`src/sv/oas_pkg.sv`:
```
// Shared defaults, request codes and status codes for the ordered array store.
`timescale 1ns / 1ps

package oas_pkg;

  localparam int unsigned DefaultDepth    = 16;
  localparam int unsigned DefaultWordBits = 32;

  // Fixed field widths of the request and result beats.
  localparam int unsigned OpBits     = 3;
  localparam int unsigned PosBits    = 5;
  localparam int unsigned ValueBits  = 32;
  localparam int unsigned StatusBits = 2;
  localparam int unsigned CountBits  = 5;

  typedef enum logic [OpBits-1:0] {
    OP_APPEND = 3'd0,
    OP_POP    = 3'd1,
    OP_INSERT = 3'd2,
    OP_ERASE  = 3'd3,
    OP_READ   = 3'd4,
    OP_WRITE  = 3'd5
  } op_e;

  typedef enum logic [StatusBits-1:0] {
    ST_OK    = 2'd0,
    ST_RANGE = 2'd1,
    ST_FULL  = 2'd2,
    ST_EMPTY = 2'd3
  } status_e;

endpackage

```
`src/sv/oas_ram.sv`:
```
// Word store with one write port and one registered read port.
`timescale 1ns / 1ps

module oas_ram #(
  parameter int unsigned DEPTH     = oas_pkg::DefaultDepth,
  parameter int unsigned WORD_BITS = oas_pkg::DefaultWordBits,
  localparam int unsigned AddrW    = (DEPTH > 1) ? $clog2(DEPTH) : 1
) (
  input  logic                 clk_i,
  input  logic                 we_i,
  input  logic [AddrW-1:0]     waddr_i,
  input  logic [WORD_BITS-1:0] wdata_i,
  input  logic [AddrW-1:0]     raddr_i,
  output logic [WORD_BITS-1:0] rdata_o
);

  logic [WORD_BITS-1:0] mem_q [DEPTH];
  logic [WORD_BITS-1:0] rdata_q;

  always_ff @(posedge clk_i) begin
    if (we_i) begin
      mem_q[waddr_i] <= wdata_i;
    end
    rdata_q <= mem_q[raddr_i];
  end

  assign rdata_o = rdata_q;

endmodule

```
`src/sv/ordered_array_store_unit.sv`:
```
// Top level of the ordered array store: request sequencer around a word store with one write port and one read port.
`timescale 1ns / 1ps

// A request beat is taken when start is high and busy is low; its result appears later, on
// done_o for exactly one cycle, and must be captured then because the receiver cannot hold
// it off. Append, write, unused codes and every rejected request finish from S_EXEC, read
// and remove-last pass through S_RDWAIT, and insert or erase step through S_UP and S_UPWR
// or S_DOWN and S_DOWNWR once for each word moved up or down. Each such move is a read
// through the word store's registered port followed by a write. Busy stays high throughout,
// so no new request is taken before the one in progress is done.
module ordered_array_store_unit #(
  parameter int unsigned DEPTH     = oas_pkg::DefaultDepth,
  parameter int unsigned WORD_BITS = oas_pkg::DefaultWordBits
) (
  input  logic                           clk_i,
  input  logic                           rst_ni,
  input  logic                           start,
  output logic                           busy,
  input  logic [oas_pkg::OpBits-1:0]     operation_i,
  input  logic [oas_pkg::PosBits-1:0]    position_i,
  input  logic [oas_pkg::ValueBits-1:0]  value_i,
  output logic                           done_o,
  output logic [oas_pkg::ValueBits-1:0]  read_value_o,
  output logic [oas_pkg::StatusBits-1:0] status_o,
  output logic [oas_pkg::CountBits-1:0]  count_o
);

  localparam int unsigned AddrW = (DEPTH > 1) ? $clog2(DEPTH) : 1;
  localparam int unsigned CntW  = $clog2(DEPTH + 1);
  localparam int unsigned CmpW  = (CntW > oas_pkg::PosBits) ? CntW : oas_pkg::PosBits;
  localparam int unsigned OutCW = (CntW > oas_pkg::CountBits) ? CntW : oas_pkg::CountBits;
  localparam int unsigned MaxW  = (WORD_BITS > oas_pkg::ValueBits) ? WORD_BITS
                                                                   : oas_pkg::ValueBits;

  typedef enum logic [2:0] {
    S_IDLE,
    S_EXEC,
    S_RDWAIT,
    S_UP,
    S_UPWR,
    S_DOWN,
    S_DOWNWR
  } state_e;

  state_e               state_q;
  oas_pkg::op_e         op_q;
  logic [CmpW-1:0]      pos_q;
  logic [WORD_BITS-1:0] val_q;
  logic [CntW-1:0]      cnt_q;
  logic [CntW-1:0]      idx_q;
  logic [WORD_BITS-1:0] rdv_q;
  oas_pkg::status_e     status_q;
  logic                 done_q;

  logic [MaxW-1:0]      val_ext;
  logic [MaxW-1:0]      rdv_ext;
  logic [OutCW-1:0]     cnt_ext;
  logic [CmpW-1:0]      cnt_cmp;
  logic [CmpW-1:0]      idx_cmp;
  logic [CntW-1:0]      cnt_dec;
  logic [CntW-1:0]      idx_inc;
  logic [CntW-1:0]      idx_dec;
  logic                 full;
  logic                 pos_gt_cnt;
  logic                 pos_ge_cnt;
  logic                 idx_gt_pos;
  logic                 down_more;

  logic                 ram_we;
  logic [AddrW-1:0]     ram_waddr;
  logic [WORD_BITS-1:0] ram_wdata;
  logic [AddrW-1:0]     ram_raddr;
  logic [WORD_BITS-1:0] ram_rdata;

  assign val_ext    = MaxW'(value_i);
  assign rdv_ext    = MaxW'(rdv_q);
  assign cnt_ext    = OutCW'(cnt_q);
  assign cnt_cmp    = CmpW'(cnt_q);
  assign idx_cmp    = CmpW'(idx_q);
  assign cnt_dec    = cnt_q - 1'b1;
  assign idx_inc    = idx_q + 1'b1;
  assign idx_dec    = idx_q - 1'b1;
  assign full       = (cnt_q == CntW'(DEPTH));
  assign pos_gt_cnt = (pos_q > cnt_cmp);
  assign pos_ge_cnt = (pos_q >= cnt_cmp);
  assign idx_gt_pos = (idx_cmp > pos_q);
  assign down_more  = (idx_inc < cnt_q);

  assign busy         = (state_q != S_IDLE);
  assign done_o       = done_q;
  assign read_value_o = rdv_ext[oas_pkg::ValueBits-1:0];
  assign status_o     = status_q;
  assign count_o      = cnt_ext[oas_pkg::CountBits-1:0];

  // Word store port control; the read address is only meaningful where its data is used.
  always_comb begin
    ram_we    = 1'b0;
    ram_waddr = idx_q[AddrW-1:0];
    ram_wdata = ram_rdata;
    ram_raddr = idx_dec[AddrW-1:0];
    case (state_q)
      S_EXEC: begin
        case (op_q)
          oas_pkg::OP_APPEND: begin
            ram_we    = !full;
            ram_waddr = cnt_q[AddrW-1:0];
            ram_wdata = val_q;
          end
          oas_pkg::OP_POP: begin
            ram_raddr = cnt_dec[AddrW-1:0];
          end
          oas_pkg::OP_READ: begin
            ram_raddr = pos_q[AddrW-1:0];
          end
          oas_pkg::OP_WRITE: begin
            ram_we    = !pos_ge_cnt;
            ram_waddr = pos_q[AddrW-1:0];
            ram_wdata = val_q;
          end
          default: begin
            ram_we = 1'b0;
          end
        endcase
      end
      S_UP: begin
        // Once the gap has reached the position, the new word drops into it.
        if (!idx_gt_pos) begin
          ram_we    = 1'b1;
          ram_waddr = pos_q[AddrW-1:0];
          ram_wdata = val_q;
        end
      end
      S_UPWR: begin
        ram_we = 1'b1;
      end
      S_DOWN: begin
        ram_raddr = idx_inc[AddrW-1:0];
      end
      S_DOWNWR: begin
        ram_we = 1'b1;
      end
      default: begin
        ram_we = 1'b0;
      end
    endcase
  end

  oas_ram #(
    .DEPTH     (DEPTH),
    .WORD_BITS (WORD_BITS)
  ) u_ram (
    .clk_i   (clk_i),
    .we_i    (ram_we),
    .waddr_i (ram_waddr),
    .wdata_i (ram_wdata),
    .raddr_i (ram_raddr),
    .rdata_o (ram_rdata)
  );

  always_ff @(posedge clk_i or negedge rst_ni) begin
    if (!rst_ni) begin
      state_q  <= S_IDLE;
      cnt_q    <= '0;
      done_q   <= 1'b0;
      status_q <= oas_pkg::ST_OK;
    end else begin
      done_q <= 1'b0;
      case (state_q)
        S_IDLE: begin
          if (start) begin
            op_q    <= oas_pkg::op_e'(operation_i);
            pos_q   <= CmpW'(position_i);
            val_q   <= val_ext[WORD_BITS-1:0];
            state_q <= S_EXEC;
          end
        end
        S_EXEC: begin
          case (op_q)
            oas_pkg::OP_APPEND: begin
              done_q  <= 1'b1;
              rdv_q   <= '0;
              state_q <= S_IDLE;
              if (full) begin
                status_q <= oas_pkg::ST_FULL;
              end else begin
                status_q <= oas_pkg::ST_OK;
                cnt_q    <= cnt_q + 1'b1;
              end
            end
            oas_pkg::OP_POP: begin
              if (cnt_q == '0) begin
                done_q   <= 1'b1;
                rdv_q    <= '0;
                status_q <= oas_pkg::ST_EMPTY;
                state_q  <= S_IDLE;
              end else begin
                cnt_q   <= cnt_dec;
                state_q <= S_RDWAIT;
              end
            end
            oas_pkg::OP_INSERT: begin
              if (pos_gt_cnt || full) begin
                done_q   <= 1'b1;
                rdv_q    <= '0;
                status_q <= pos_gt_cnt ? oas_pkg::ST_RANGE : oas_pkg::ST_FULL;
                state_q  <= S_IDLE;
              end else begin
                idx_q   <= cnt_q;
                state_q <= S_UP;
              end
            end
            oas_pkg::OP_ERASE: begin
              if (pos_ge_cnt) begin
                done_q   <= 1'b1;
                rdv_q    <= '0;
                status_q <= oas_pkg::ST_RANGE;
                state_q  <= S_IDLE;
              end else begin
                idx_q   <= pos_q[CntW-1:0];
                state_q <= S_DOWN;
              end
            end
            oas_pkg::OP_READ: begin
              if (pos_ge_cnt) begin
                done_q   <= 1'b1;
                rdv_q    <= '0;
                status_q <= oas_pkg::ST_RANGE;
                state_q  <= S_IDLE;
              end else begin
                state_q <= S_RDWAIT;
              end
            end
            oas_pkg::OP_WRITE: begin
              done_q   <= 1'b1;
              rdv_q    <= '0;
              status_q <= pos_ge_cnt ? oas_pkg::ST_RANGE : oas_pkg::ST_OK;
              state_q  <= S_IDLE;
            end
            default: begin
              // Unused request codes leave the stored words and the count as they are.
              done_q   <= 1'b1;
              rdv_q    <= '0;
              status_q <= oas_pkg::ST_OK;
              state_q  <= S_IDLE;
            end
          endcase
        end
        S_RDWAIT: begin
          done_q   <= 1'b1;
          rdv_q    <= ram_rdata;
          status_q <= oas_pkg::ST_OK;
          state_q  <= S_IDLE;
        end
        S_UP: begin
          if (idx_gt_pos) begin
            state_q <= S_UPWR;
          end else begin
            cnt_q    <= cnt_q + 1'b1;
            done_q   <= 1'b1;
            rdv_q    <= '0;
            status_q <= oas_pkg::ST_OK;
            state_q  <= S_IDLE;
          end
        end
        S_UPWR: begin
          idx_q   <= idx_dec;
          state_q <= S_UP;
        end
        S_DOWN: begin
          if (down_more) begin
            state_q <= S_DOWNWR;
          end else begin
            cnt_q    <= cnt_dec;
            done_q   <= 1'b1;
            rdv_q    <= '0;
            status_q <= oas_pkg::ST_OK;
            state_q  <= S_IDLE;
          end
        end
        S_DOWNWR: begin
          idx_q   <= idx_inc;
          state_q <= S_DOWN;
        end
        default: begin
          state_q <= S_IDLE;
        end
      endcase
    end
  end

  // A result only ever closes a request that was in progress.
  a_done_after_busy: assert property (@(posedge clk_i) disable iff (!rst_ni)
    done_o |-> $past(busy))
    else $error("result beat without a request in progress");

  a_count_bound: assert property (@(posedge clk_i) disable iff (!rst_ni)
    cnt_q <= CntW'(DEPTH))
    else $error("stored word count beyond capacity");

  a_full_status: assert property (@(posedge clk_i) disable iff (!rst_ni)
    (done_o && status_q == oas_pkg::ST_FULL) |-> full)
    else $error("full status reported while space remains");

  a_accept_busy: assert property (@(posedge clk_i) disable iff (!rst_ni)
    (start && !busy) |=> (busy && !done_o))
    else $error("accepted request did not raise busy");

endmodule
```
`config.mk`:
```
export PLATFORM = sky130hd
export DESIGN_NAME = ordered_array_store_unit
export DESIGN_NICKNAME = d
export VERILOG_FILES = /design/src/sv/oas_pkg.sv /design/src/sv/oas_ram.sv /design/src/sv/ordered_array_store_unit.sv
export SDC_FILE = /design/constraint.sdc
export NUM_CORES = 1
export LEC_CHECK = 0
export ABC_AREA = 0
export BUFFER_PORTS_ARGS = -buffer_cell sky130_fd_sc_hd__buf_2
export CAP_MARGIN = 20
export CORE_MARGIN = 2
export CORE_UTILIZATION = 53
export DETAILED_ROUTE_END_ITERATION = 7
export GPL_TIMING_DRIVEN = 0
export PLACE_DENSITY = 0.7
export SLEW_MARGIN = 20
export SYNTH_ARGS = -nofsm -noshare
export SYNTH_HDL_FRONTEND = slang
export SYNTH_SLANG_ARGS = --single-unit
export TNS_END_PERCENT = 20
```
`constraint.sdc`:
```
create_clock -name clk_i -period 15.8 [get_ports clk_i]
set_input_delay 2.37 -clock clk_i [delete_from_list [all_inputs] [get_ports clk_i]]
set_output_delay 2.37 -clock clk_i [all_outputs]
set_load 0.005 [all_outputs]
```
[Word level (Yosys, flattened, before mapping)]
Memory sizes are Yosys's and may differ from the RTL's. A register that Yosys moved wholly into a read port is not among the register bits.
Index checks and enable logic that the tools add are counted.
Operators by class
  $add $sub $neg: 4
  reduce and logical (&&, ||, !) cells: 18
  equality and inequality tests: 24
  multiplexer cells: 55
  $lt $le $gt $ge: 4
Operator list (number)
  32-bit 2-to-1 mux: 7
  32-bit one-hot mux with 4 select lines: 1
  32-bit one-hot mux with 3 select lines: 1
  32-bit one-hot mux with 2 select lines: 1
  4-bit one-hot mux with 2 select lines: 4
  5-bit 2-to-1 mux: 6
  5-bit one-hot mux with 3 select lines: 2
  3-bit inequality test (second input constant): 7
  2-bit 2-to-1 mux: 10
  5-bit one-hot mux with 2 select lines: 2
  3-bit one-hot mux with 6 select lines: 1
  3-bit == test (second input constant): 5
  3-bit by 2-bit == test with 1-bit output (second input constant): 4
  3-bit 2-to-1 mux: 4
  3-bit one-hot mux with 4 select lines: 1
  6-bit AND reduction: 2
  5-bit by 1-bit adder with 5-bit output (second input constant): 2
  5-bit > comparator: 2
  2-bit one-hot mux with 5 select lines: 1
  5-bit by 1-bit subtractor with 5-bit output (second input constant): 2
  3-bit nonzero test: 3
  1-bit 2-to-1 mux: 8
  2-bit one-hot mux with 4 select lines: 1
  7-bit AND reduction: 1
  18 further kinds: 27
Storage, ports and cells
  memories: 1
  flip-flop bits (word level): 88
  bits of input ports: 43
  word-level logic and storage cells: 115
  RAM bits: 512
  output and inout port bits: 41
Memory list
  u_ram.mem_q: depth 16, bits a word 32, rd ports 1, clocked after memory_dff 1, write ports 1, RTL line oas_ram.sv:17  | logic [WORD_BITS-1:0] mem_q [DEPTH];

[Longest topological paths before layout]
Gate-level depths: netlist of the first run.
  depth after elaboration: 6
  mapped depth: 11
  depth with buffers taken out: 9

[Cells and area by module]
From an unflattened synthesis of the first run, not the netlist that was laid out.
Unflattened totals
  cell total of the unflattened synthesis: 1302
  area, all modules: 24735.0 µm²
By module, submodules not included
  oas_ram: times used 1, cells each 838, area an instance 19835.3 µm², sequential area each 16015.4 µm²
  ordered_array_store_unit: times used 1, cells each 464, area an instance 4899.7 µm², sequential area each 2587.5 µm²

[Least setup slack after synthesis of the first run]
OpenSTA, ideal clock, no wires.
  kind: register to register
  start: reg idx_q[1], in the netlist idx_cmp[1]
  end: mem u_ram.mem_q[0][0] in the netlist's numbering (enable)
  clock period less this slack: 5.669 ns
  slack: 10.131 ns
  required time: 15.298 ns
  library setup time: 0.502 ns
  cell stages (with the launch flop): 9
  path buffers: 1
  arrival: 5.168 ns
  cell sequence: edfxtp_1 ha_1 and4_1 a21o_1 o22ai_2 a21oi_2 buf_6 a2111o_1 nor4_1
Between the ends
  word-level cells in the longest chain between the ends: 5
  elaborated cells between the ends (all ways): 8
  those cells by class: 1 x order compare; 7 x mux
Ends and longest elaborated chain
  start, declared: RTL line ordered_array_store_unit.sv:50  | logic [CntW-1:0] idx_q;
  start signal, assigned: RTL line ordered_array_store_unit.sv:208  | idx_q <= cnt_q;
  start signal, assigned: RTL line ordered_array_store_unit.sv:219  | idx_q <= pos_q[CntW-1:0];
  start signal, assigned: RTL line ordered_array_store_unit.sv:266  | idx_q <= idx_dec;
  5-bit > comparator: RTL line ordered_array_store_unit.sv:86  | assign idx_gt_pos = (idx_cmp > pos_q);
  1-bit 2-to-1 mux: RTL line ordered_array_store_unit.sv:127  | if (!idx_gt_pos) begin
  1-bit one-hot mux with 3 select lines: RTL line ordered_array_store_unit.sv:101  | case (state_q)
  1-bit 2-to-1 mux: RTL line oas_ram.sv:21  | if (we_i) begin
  1-bit 2-to-1 mux (implied by the code): RTL line oas_ram.sv:22  | mem_q[waddr_i] <= wdata_i;
  end, declared: RTL line oas_ram.sv:17
Several ways; a longest one is shown, not always the timed one.

[Worst setup path after layout of the first run]
  start: reg pos_q[2]
  end: mem u_ram.mem_q[3][5] in the netlist's numbering (enable)
Between the ends
  word-level cells in the longest chain between the ends: 6
  elaborated cells between the ends (all ways): 11
  those cells by class: 2 x order compare; 8 x mux; 1 x reduce/logical
Ends and longest elaborated chain
  start, declared: RTL line ordered_array_store_unit.sv:47  | logic [CmpW-1:0] pos_q;
  start signal, assigned: RTL line ordered_array_store_unit.sv:172  | pos_q <= CmpW'(position_i);
  5-bit greater-or-equal comparator: RTL line ordered_array_store_unit.sv:85  | assign pos_ge_cnt = (pos_q >= cnt_cmp);
  1-bit logical NOT: RTL line ordered_array_store_unit.sv:116  | ram_we = !pos_ge_cnt;
  1-bit one-hot mux with 2 select lines: RTL line ordered_array_store_unit.sv:103  | case (op_q)
  1-bit one-hot mux with 3 select lines: RTL line ordered_array_store_unit.sv:101
  1-bit 2-to-1 mux: RTL line oas_ram.sv:21
  1-bit 2-to-1 mux (implied by the code): RTL line oas_ram.sv:22
Several ways; a longest one is shown, not always the timed one.

==> impl_metrics.env, run 1 <==
export IMPL_drive_above_1_share_pct=21.8
export IMPL_antenna_found_initial=0
export IMPL_fin_util_pct=61.8
export IMPL_htree_num_levels=2
export IMPL_drt_total_wl_mm=65.9
export IMPL_worstPathRequired_ns=16.12
export IMPL_cts_setup_buffers=0
export IMPL_ant_nets=0
export IMPL_dp_slack_ns=11.35
export IMPL_io_buffers=83
export IMPL_vias_per_cell=6.12
export IMPL_io_pins=84
export IMPL_crit_arrival_ns=4.92
export IMPL_synth_most_common_cell="edfxtp_1"
export IMPL_cts_root_buf="clkbuf_16"
export IMPL_initial_core_util_pct=53.5
export IMPL_rsz0062_at_grt="false"
export IMPL_areaGrowthSynthToFinish_pct=15.6
export IMPL_yosys_warnings=0
export IMPL_relSlewSlack_pct=20.8
export IMPL_async_flop_share_pct=1.74
export IMPL_die_h_um=223
export IMPL_p_leak_nw=10.9
export IMPL_slowest_delay_ns=0.77
export IMPL_grt_max_degree=23
export IMPL_drt_iter0_markers=1795
export IMPL_final_hold_violation_count=0
export IMPL_cts_max_path_buffers=3
export IMPL_synth_cell_types=69
export IMPL_grt_ovfl_total=0
export IMPL_critPathSlowestCell="nor4_2"
export IMPL_cts_buffers=61
export IMPL_synthCells=1510
export IMPL_fin_setup_tns_ns=0
export IMPL_finalCriticalPeriod_ns=4.60
export IMPL_critPathMaxFanout=10
export IMPL_setup_viol=0
export IMPL_run_status="finished, final reports clean"
export IMPL_antenna_cells=0
export IMPL_worstSetupPathType="reg -> reg"
export IMPL_syn_area_um2=25400
export IMPL_stdcell_area_um2=29300
export IMPL_synth_common_cells="edfxtp_1, mux2i_1, a22oi_1"
export IMPL_first_global_vias=14600
export IMPL_dpl_cell_area_um2=27400
export IMPL_drv_cap=0
export IMPL_core_area_um2=47400
export IMPL_synth_flop_cell="edfxtp_1"
export IMPL_slew_viol_final=0
export IMPL_grtUsageTotal_pct=26.6
export IMPL_cts_sinks=632
export IMPL_fmax_mhz=217
export IMPL_dr_pass1_iters=5
export IMPL_worst_pin_slew_ns=1.19
export IMPL_period_share_pct=29.1
export IMPL_cts_reportedPaths_clkPinSlew_ns=0.06
export IMPL_die_area_um2=49600
export IMPL_fin_nets=1838
export IMPL_vias=14900
export IMPL_die_w_um=223
export IMPL_rows=80
export IMPL_yosys_top_cells_area="edfxtp_1, mux2i_1, a22oi_1"
export IMPL_ys_seq_elements=632
export IMPL_p_per_area_nw_per_um2=186
export IMPL_endpoint_kind="register"
export IMPL_cp_common_cell="buf_4"
export IMPL_avgSynthCellArea_um2=16.8
export IMPL_synth_top_cell_area_share_pct=69.7
export IMPL_finClkSkew_ns=0.0274
export IMPL_synth_edf_count=589
export IMPL_start_kind="register"
export IMPL_gp_congestion=0.920
export IMPL_grt_pass1_wl_mm=95.4
export IMPL_cts_tree="done"
export IMPL_place_hpwl_mm=44.7
export IMPL_drcViolationCount=0
export IMPL_min_delay_path_class="reg -> reg"
export IMPL_cts_repair_resized=0
export IMPL_syn_nets=1572
export IMPL_yosysTopAreaCell="edfxtp_1"
export IMPL_hold_buffers=0
export IMPL_ys_seq_area_share_pct=73.3
export IMPL_ir_worst_vdd_mv=0.103
export IMPL_setup_slack_ns=11.20
export IMPL_clk_latency_ns=0.64
export IMPL_wl_per_cell_um=27.0
export IMPL_crit_chain="inv_1 > ha_1 > a211oi_1 > o211ai_1 > o22ai_2 > a21oi_2 > buf_6 > a221o_1 > nor4_2 > buf_4 > buf_4 > buf_4 > buf_2"
[report_power, final]
part | switching, mW | total (mW) | internal [mW]
Combinational | 1.15 | 1.71 | 0.562
Sequential | 0.0677 | 2.33 | 2.27
Clock | 0.612 | 1.40 | 0.790
Total | 1.83 | 5.45 | 3.62
[worst max-delay path, delay by kind of cell, from the launching register on]
kind | cells | cell delay (ns)
AO/OA/AOI/OAI | 5 | 1.43
buffers and inverters | 6 | 1.16
flip-flops | 1 | 0.58
AND/OR/NAND/NOR | 1 | 0.77
adder cells (fa/ha/maj) | 1 | 0.31
[stage by stage]
stage	instances	hold slack (ns)	total power, mW
after floorplan	1510	0.505	3.43
after global placement	2208	0.486	3.98
after detailed placement	2328	0.500	4.05
after CTS	2443	0.514	5.44
after global routing	2443	0.544	5.65
final	2443	0.518	5.45
[state kept, by name, indices dropped and copies added (netlist names)]
register	count
pos_q	5
status_o	2
done_o	1
count_o	5
op_q	3
idx_cmp	5
u_ram.mem_q	512
u_ram.rdata_o	32
read_value_o	32
val_q	32
state_q	3
[kinds of logic (layout without fill, tap and decap cells)]
kind of cell | Yosys count | after routing | synth area share [%]
buf+inv | 103 | 421 | 2.39
simple gates | 232 | 232 | 5.24
fa+ha+maj | 19 | 19 | 0.937
compound gates | 243 | 243 | 7.04
mux | 266 | 266 | 10.5
xor+xnor | 15 | 15 | 0.547
flops | 632 | 632 | 73.3
[per-layer routing]
metal  up-vias  part of all wire (%)  global-route usage (%)
li1       6555                     -                       -
met1      7491                    43                    38.3
met2       771                    46                    40.9
met3       126                   8.7                    5.21
met4         0                   3.0                    9.01
met5         -                     0                       0
[worst paths after layout]
path | from | end | slack, ns | cells after the start
hold / removal | status_o[0]$_DFFE_PN0P_ | status_o[0]$_DFFE_PN0P_ | 0.52 | 1
setup / recovery | pos_q[2]$_DFFE_PP_ | u_ram.mem_q[3][5]$_DFFE_PP_ | 11.20 | 13
min in group asynchronous | rst_ni | done_o$_DFF_PN0_ | 1.62 | 1
hold reg to reg | status_o[0]$_DFFE_PN0P_ | status_o[0]$_DFFE_PN0P_ | 0.52 | 1
max in group asynchronous | rst_ni | count_o[4]$_DFFE_PN0P_ | 13.93 | 1
setup reg to reg | pos_q[2]$_DFFE_PP_ | u_ram.mem_q[3][5]$_DFFE_PP_ | 11.20 | 13
[area by class of cell]
class                      instances  area, µm²
fill                            3453      18100
multi-input combinational        775       6270
clock inverter                    26        191
buffer                            85        542
clock buffer                      89       1730
tap                              615        769
sequential                       632      18600
timing repair buffer             203       1160
inverter                          18       67.6
[cells in the final DEF (no fill, tap or decap), types with 33 or more instances in the layout]
master     instances
clkbuf_1          39
buf_2            192
a22oi_1          131
clkbuf_16         61
o21ai_1           33
nand2_1           83
and4_1            37
buf_4             52
edfxtp_1         589
mux2i_1          264
Note: power is estimated with default switching activity, not from simulation.
==> run 2: changes to the inputs <==
--- a/config.mk
+++ b/config.mk
@@ -5,7 +5,7 @@
 export SDC_FILE = /design/constraint.sdc
 export NUM_CORES = 1
 export LEC_CHECK = 0
-export ABC_AREA = 0
+export ABC_AREA = 1
 export BUFFER_PORTS_ARGS = -buffer_cell sky130_fd_sc_hd__buf_2
 export CAP_MARGIN = 20
 export CORE_MARGIN = 2
==> constraint.sdc (replaced) <==
create_clock -name clk_i -period 4.25 [get_ports clk_i]
set_input_delay 0.6375 -clock clk_i [delete_from_list [all_inputs] [get_ports clk_i]]
set_output_delay 0.6375 -clock clk_i [all_outputs]
set_load 0.005 [all_outputs]
==> run 2 against run 1 <==
Compared with the run above:
- power increased to 4.6 times the previous value
- die area up 9.1%
- first-iteration DRC count is 38% higher
- sequential power increased to 3.8 times the previous value
- worst hold slack got worse by 0.31 ns
- worst setup slack lost 11 ns
- critical path depth unchanged
- global-route usage increased by 2.4 points
- cell count up 45%
- critical path type unchanged
- largest cell class unchanged
- largest power group is now combinational logic
==> impl_metrics.env, run 2 <==
export IMPL_slew_viol_final=0
export IMPL_grtUsageTotal_pct=29.0
export IMPL_drive_above_1_share_pct=14.0
export IMPL_antenna_found_initial=0
export IMPL_vias_per_cell=5.71
export IMPL_gp_congestion=0.928
export IMPL_final_hold_violation_count=0
export IMPL_vias=20200
export IMPL_cts_max_path_buffers=3
export IMPL_p_comb_share_pct=41.8
export IMPL_async_flop_share_pct=1.74
export IMPL_fin_cells=3537
export IMPL_min_delay_path_class="in -> reg"
export IMPL_min_from="value_i[4]"
export IMPL_relSlewSlack_pct=33.5
export IMPL_drv_cap=0
export IMPL_synthCells=2629
export IMPL_critPathSlowestCell="nor2_4"
export IMPL_finClkSkew_ns=0.0307
export IMPL_p_clk_share_pct=23.3
export IMPL_crit_buf_inv=2
export IMPL_largest_register_ff_count=512
export IMPL_place_hpwl_mm=52.9
export IMPL_drt_iter0_markers=2483
export IMPL_avgSynthCellArea_um2=10.5
export IMPL_ant_nets=0
export IMPL_clk_latency_ns=0.61
export IMPL_grt_max_degree=24
export IMPL_p_per_area_nw_per_um2=784
export IMPL_finalCriticalPeriod_ns=3.63
export IMPL_endpoint_kind="register"
export IMPL_worstSetupPathType="reg -> reg"
export IMPL_period_share_pct=85.4
export IMPL_worstPathRequired_ns=4.55
export IMPL_setup_slack_ns=0.622
export IMPL_cts_repair_resized=0
export IMPL_fin_nets=2865
export IMPL_p_leak_nw=13.3
export IMPL_yosys_top_cells_area="edfxtp_1, nand3_1, nand2_1"
export IMPL_cts_sinks=632
export IMPL_pwr_share_seq_pct=34.9
export IMPL_drcViolationCount=0
export IMPL_worst_pin_slew_ns=0.998
export IMPL_wl_per_cell_um=21.9
export IMPL_grt_pass1_wl_mm=116
export IMPL_multi_input_area_um2=7170
export IMPL_areaGrowthSynthToFinish_pct=15.4
export IMPL_dp_cells=3413
export IMPL_crit_reg2reg_launch="pos_q[2]$_DFFE_PP_"
export IMPL_synth_edf_count=589
export IMPL_largest_register="u_ram.mem_q"
export IMPL_die_area_um2=54100
export IMPL_slowest_delay_ns=0.67
export IMPL_ys_seq_elements=632
export IMPL_die_h_um=233
export IMPL_crit_chain="inv_1 > ha_1 > a21o_1 > nand2_1 > nand3_1 > nand2_1 > nand2_1 > nand2_2 > nor2_1 > nor2_1 > nand3_1 > nor2_4 > buf_16"
export IMPL_core_area_um2=51500
export IMPL_synth_common_cells="nand3_1, edfxtp_1, nand2_1"
export IMPL_startpoint="pos_q[2]$_DFFE_PP_"
export IMPL_cts_tree="done"
export IMPL_grt_ovfl_total=0
export IMPL_run_status="finished, final reports clean"
export IMPL_setup_viol=0
export IMPL_rows=83
export IMPL_start_kind="register"
export IMPL_synth_flop_cell="edfxtp_1"
export IMPL_synth_most_common_cell="nand3_1"
export IMPL_syn_nets=2691
export IMPL_cts_root_buf="clkbuf_16"
export IMPL_io_pins=84
export IMPL_fillerInstances=4114
export IMPL_ys_seq_area_share_pct=67.1
export IMPL_initial_core_util_pct=53.8
export IMPL_first_global_vias=19500
export IMPL_switchingPower_mw=10.3
export IMPL_layout_commonest_cell="nand3_1"
export IMPL_io_buffers=83
export IMPL_sw_frac_of_total_pct=41.0
export IMPL_yosys_warnings=0
export IMPL_cp_common_cell="nand2_1"
export IMPL_syn_area_um2=27700
export IMPL_synth_top_cell_area_share_pct=63.8
export IMPL_critPathMaxFanout=17
export IMPL_htree_num_levels=3
export IMPL_dr_pass1_iters=5
export IMPL_synth_cell_types=38
export IMPL_crit_family="simple AND/OR/NAND/NOR gates"
export IMPL_ir_worst_vdd_mv=0.406
export IMPL_die_w_um=233
export IMPL_crit_arrival_ns=3.93
export IMPL_final_cell_mix="nand3_1, edfxtp_1, nand2_1"
export IMPL_seq_area_um2=18600
export IMPL_drt_total_wl_mm=77.4
export IMPL_cts_buffers=66
export IMPL_yosysTopAreaCell="edfxtp_1"
export IMPL_rsz0062_at_grt="false"
export IMPL_fmax_mhz=276
export IMPL_fin_util_pct=62.1
export IMPL_cts_reportedPaths_clkPinSlew_ns=0.06
export IMPL_internal_power_mw=14.8
export IMPL_dp_slack_ns=0.631
export IMPL_whs_ns=0.205
==> run 2: metrics by stage <==
stage / area [µm²] / setup TNS [ns] / power [mW]
after floorplan: 27700 / 0 / 15.0
after global placement: 29000 / -430.33 / 18.6
after detailed placement: 29700 / 0 / 19.1
after CTS: 31900 / 0 / 24.9
after global routing: 32000 / 0 / 26.2
final: 32000 / 0 / 25.1
==> run 2: what timing repair did <==
action / CTS / global route
hold buffers: 1 / 0
setup endpoints to repair: 0 / 0
endpoints found under the hold margin: 11 / 0
setup buffers: 0 / 0
==> run 2: power groups by stage <==
stage / sequential [mW] / combinational [mW] / clock, mW
2_1_floorplan: 8.85 / 6.15 / 0
3_3_place_gp: 8.96 / 9.63 / 0
3_5_place_dp: 8.90 / 10.2 / 0
4_1_cts: 8.78 / 10.3 / 5.87
5_1_grt: 8.81 / 11.3 / 6.08
6_report: 8.76 / 10.5 / 5.84
==> run 2: cell type report <==
| class | instances | area share [%] |
|---|---|---|
| sequential | 632 | 58.2 |
| multi-input combinational | 1475 | 22.4 |
| clock buffer | 100 | 6.30 |
| inverter | 375 | 4.41 |
| timing repair buffer | 106 | 2.97 |
| tap | 680 | 2.66 |
| buffer | 147 | 2.46 |
| clock inverter | 21 | 0.587 |
| antenna | 1 | 0.00783 |
==> run 2: worst reg2reg max path, delay by kind of cell (launching register included) <==
family,cells,cell delay (ns)
AO/OA/AOI/OAI,1,0.17
adder cells (fa/ha/maj),1,0.28
buffers and inverters,2,0.43
flip-flops,1,0.46
AND/OR/NAND/NOR,9,1.96
==> run 2: metal layers <==
metal	wire, µm	global-route usage (%)
met4	3260	13.6
met5	0	0
met3	7190	4.79
met2	37000	47.6
met1	30000	37.9
==> run 2: final timing paths <==
kind	endpoint	slack, ns	cells after the start
min	val_q[4]$_DFFE_PP_	0.21	1
min in group asynchronous	status_o[1]$_DFFE_PN0P_	0.44	2
max	u_ram.mem_q[1][15]$_DFFE_PP_	0.62	13
min reg2reg	status_o[1]$_DFFE_PN0P_	0.52	2
max in group asynchronous	count_o[3]$_DFFE_PN0P_	3.57	2
max reg2reg	u_ram.mem_q[1][15]$_DFFE_PP_	0.62	13
==> run 2: logic make-up after synthesis <==
kind of cell,share of synthesized area (%)
adders and majority gates,0.858
xor gates and xnor gates,0.316
and+or+nand+nor,21.9
buffers and inverters,7.92
AOI/OAI and AO/OA,1.86
DFF,67.1
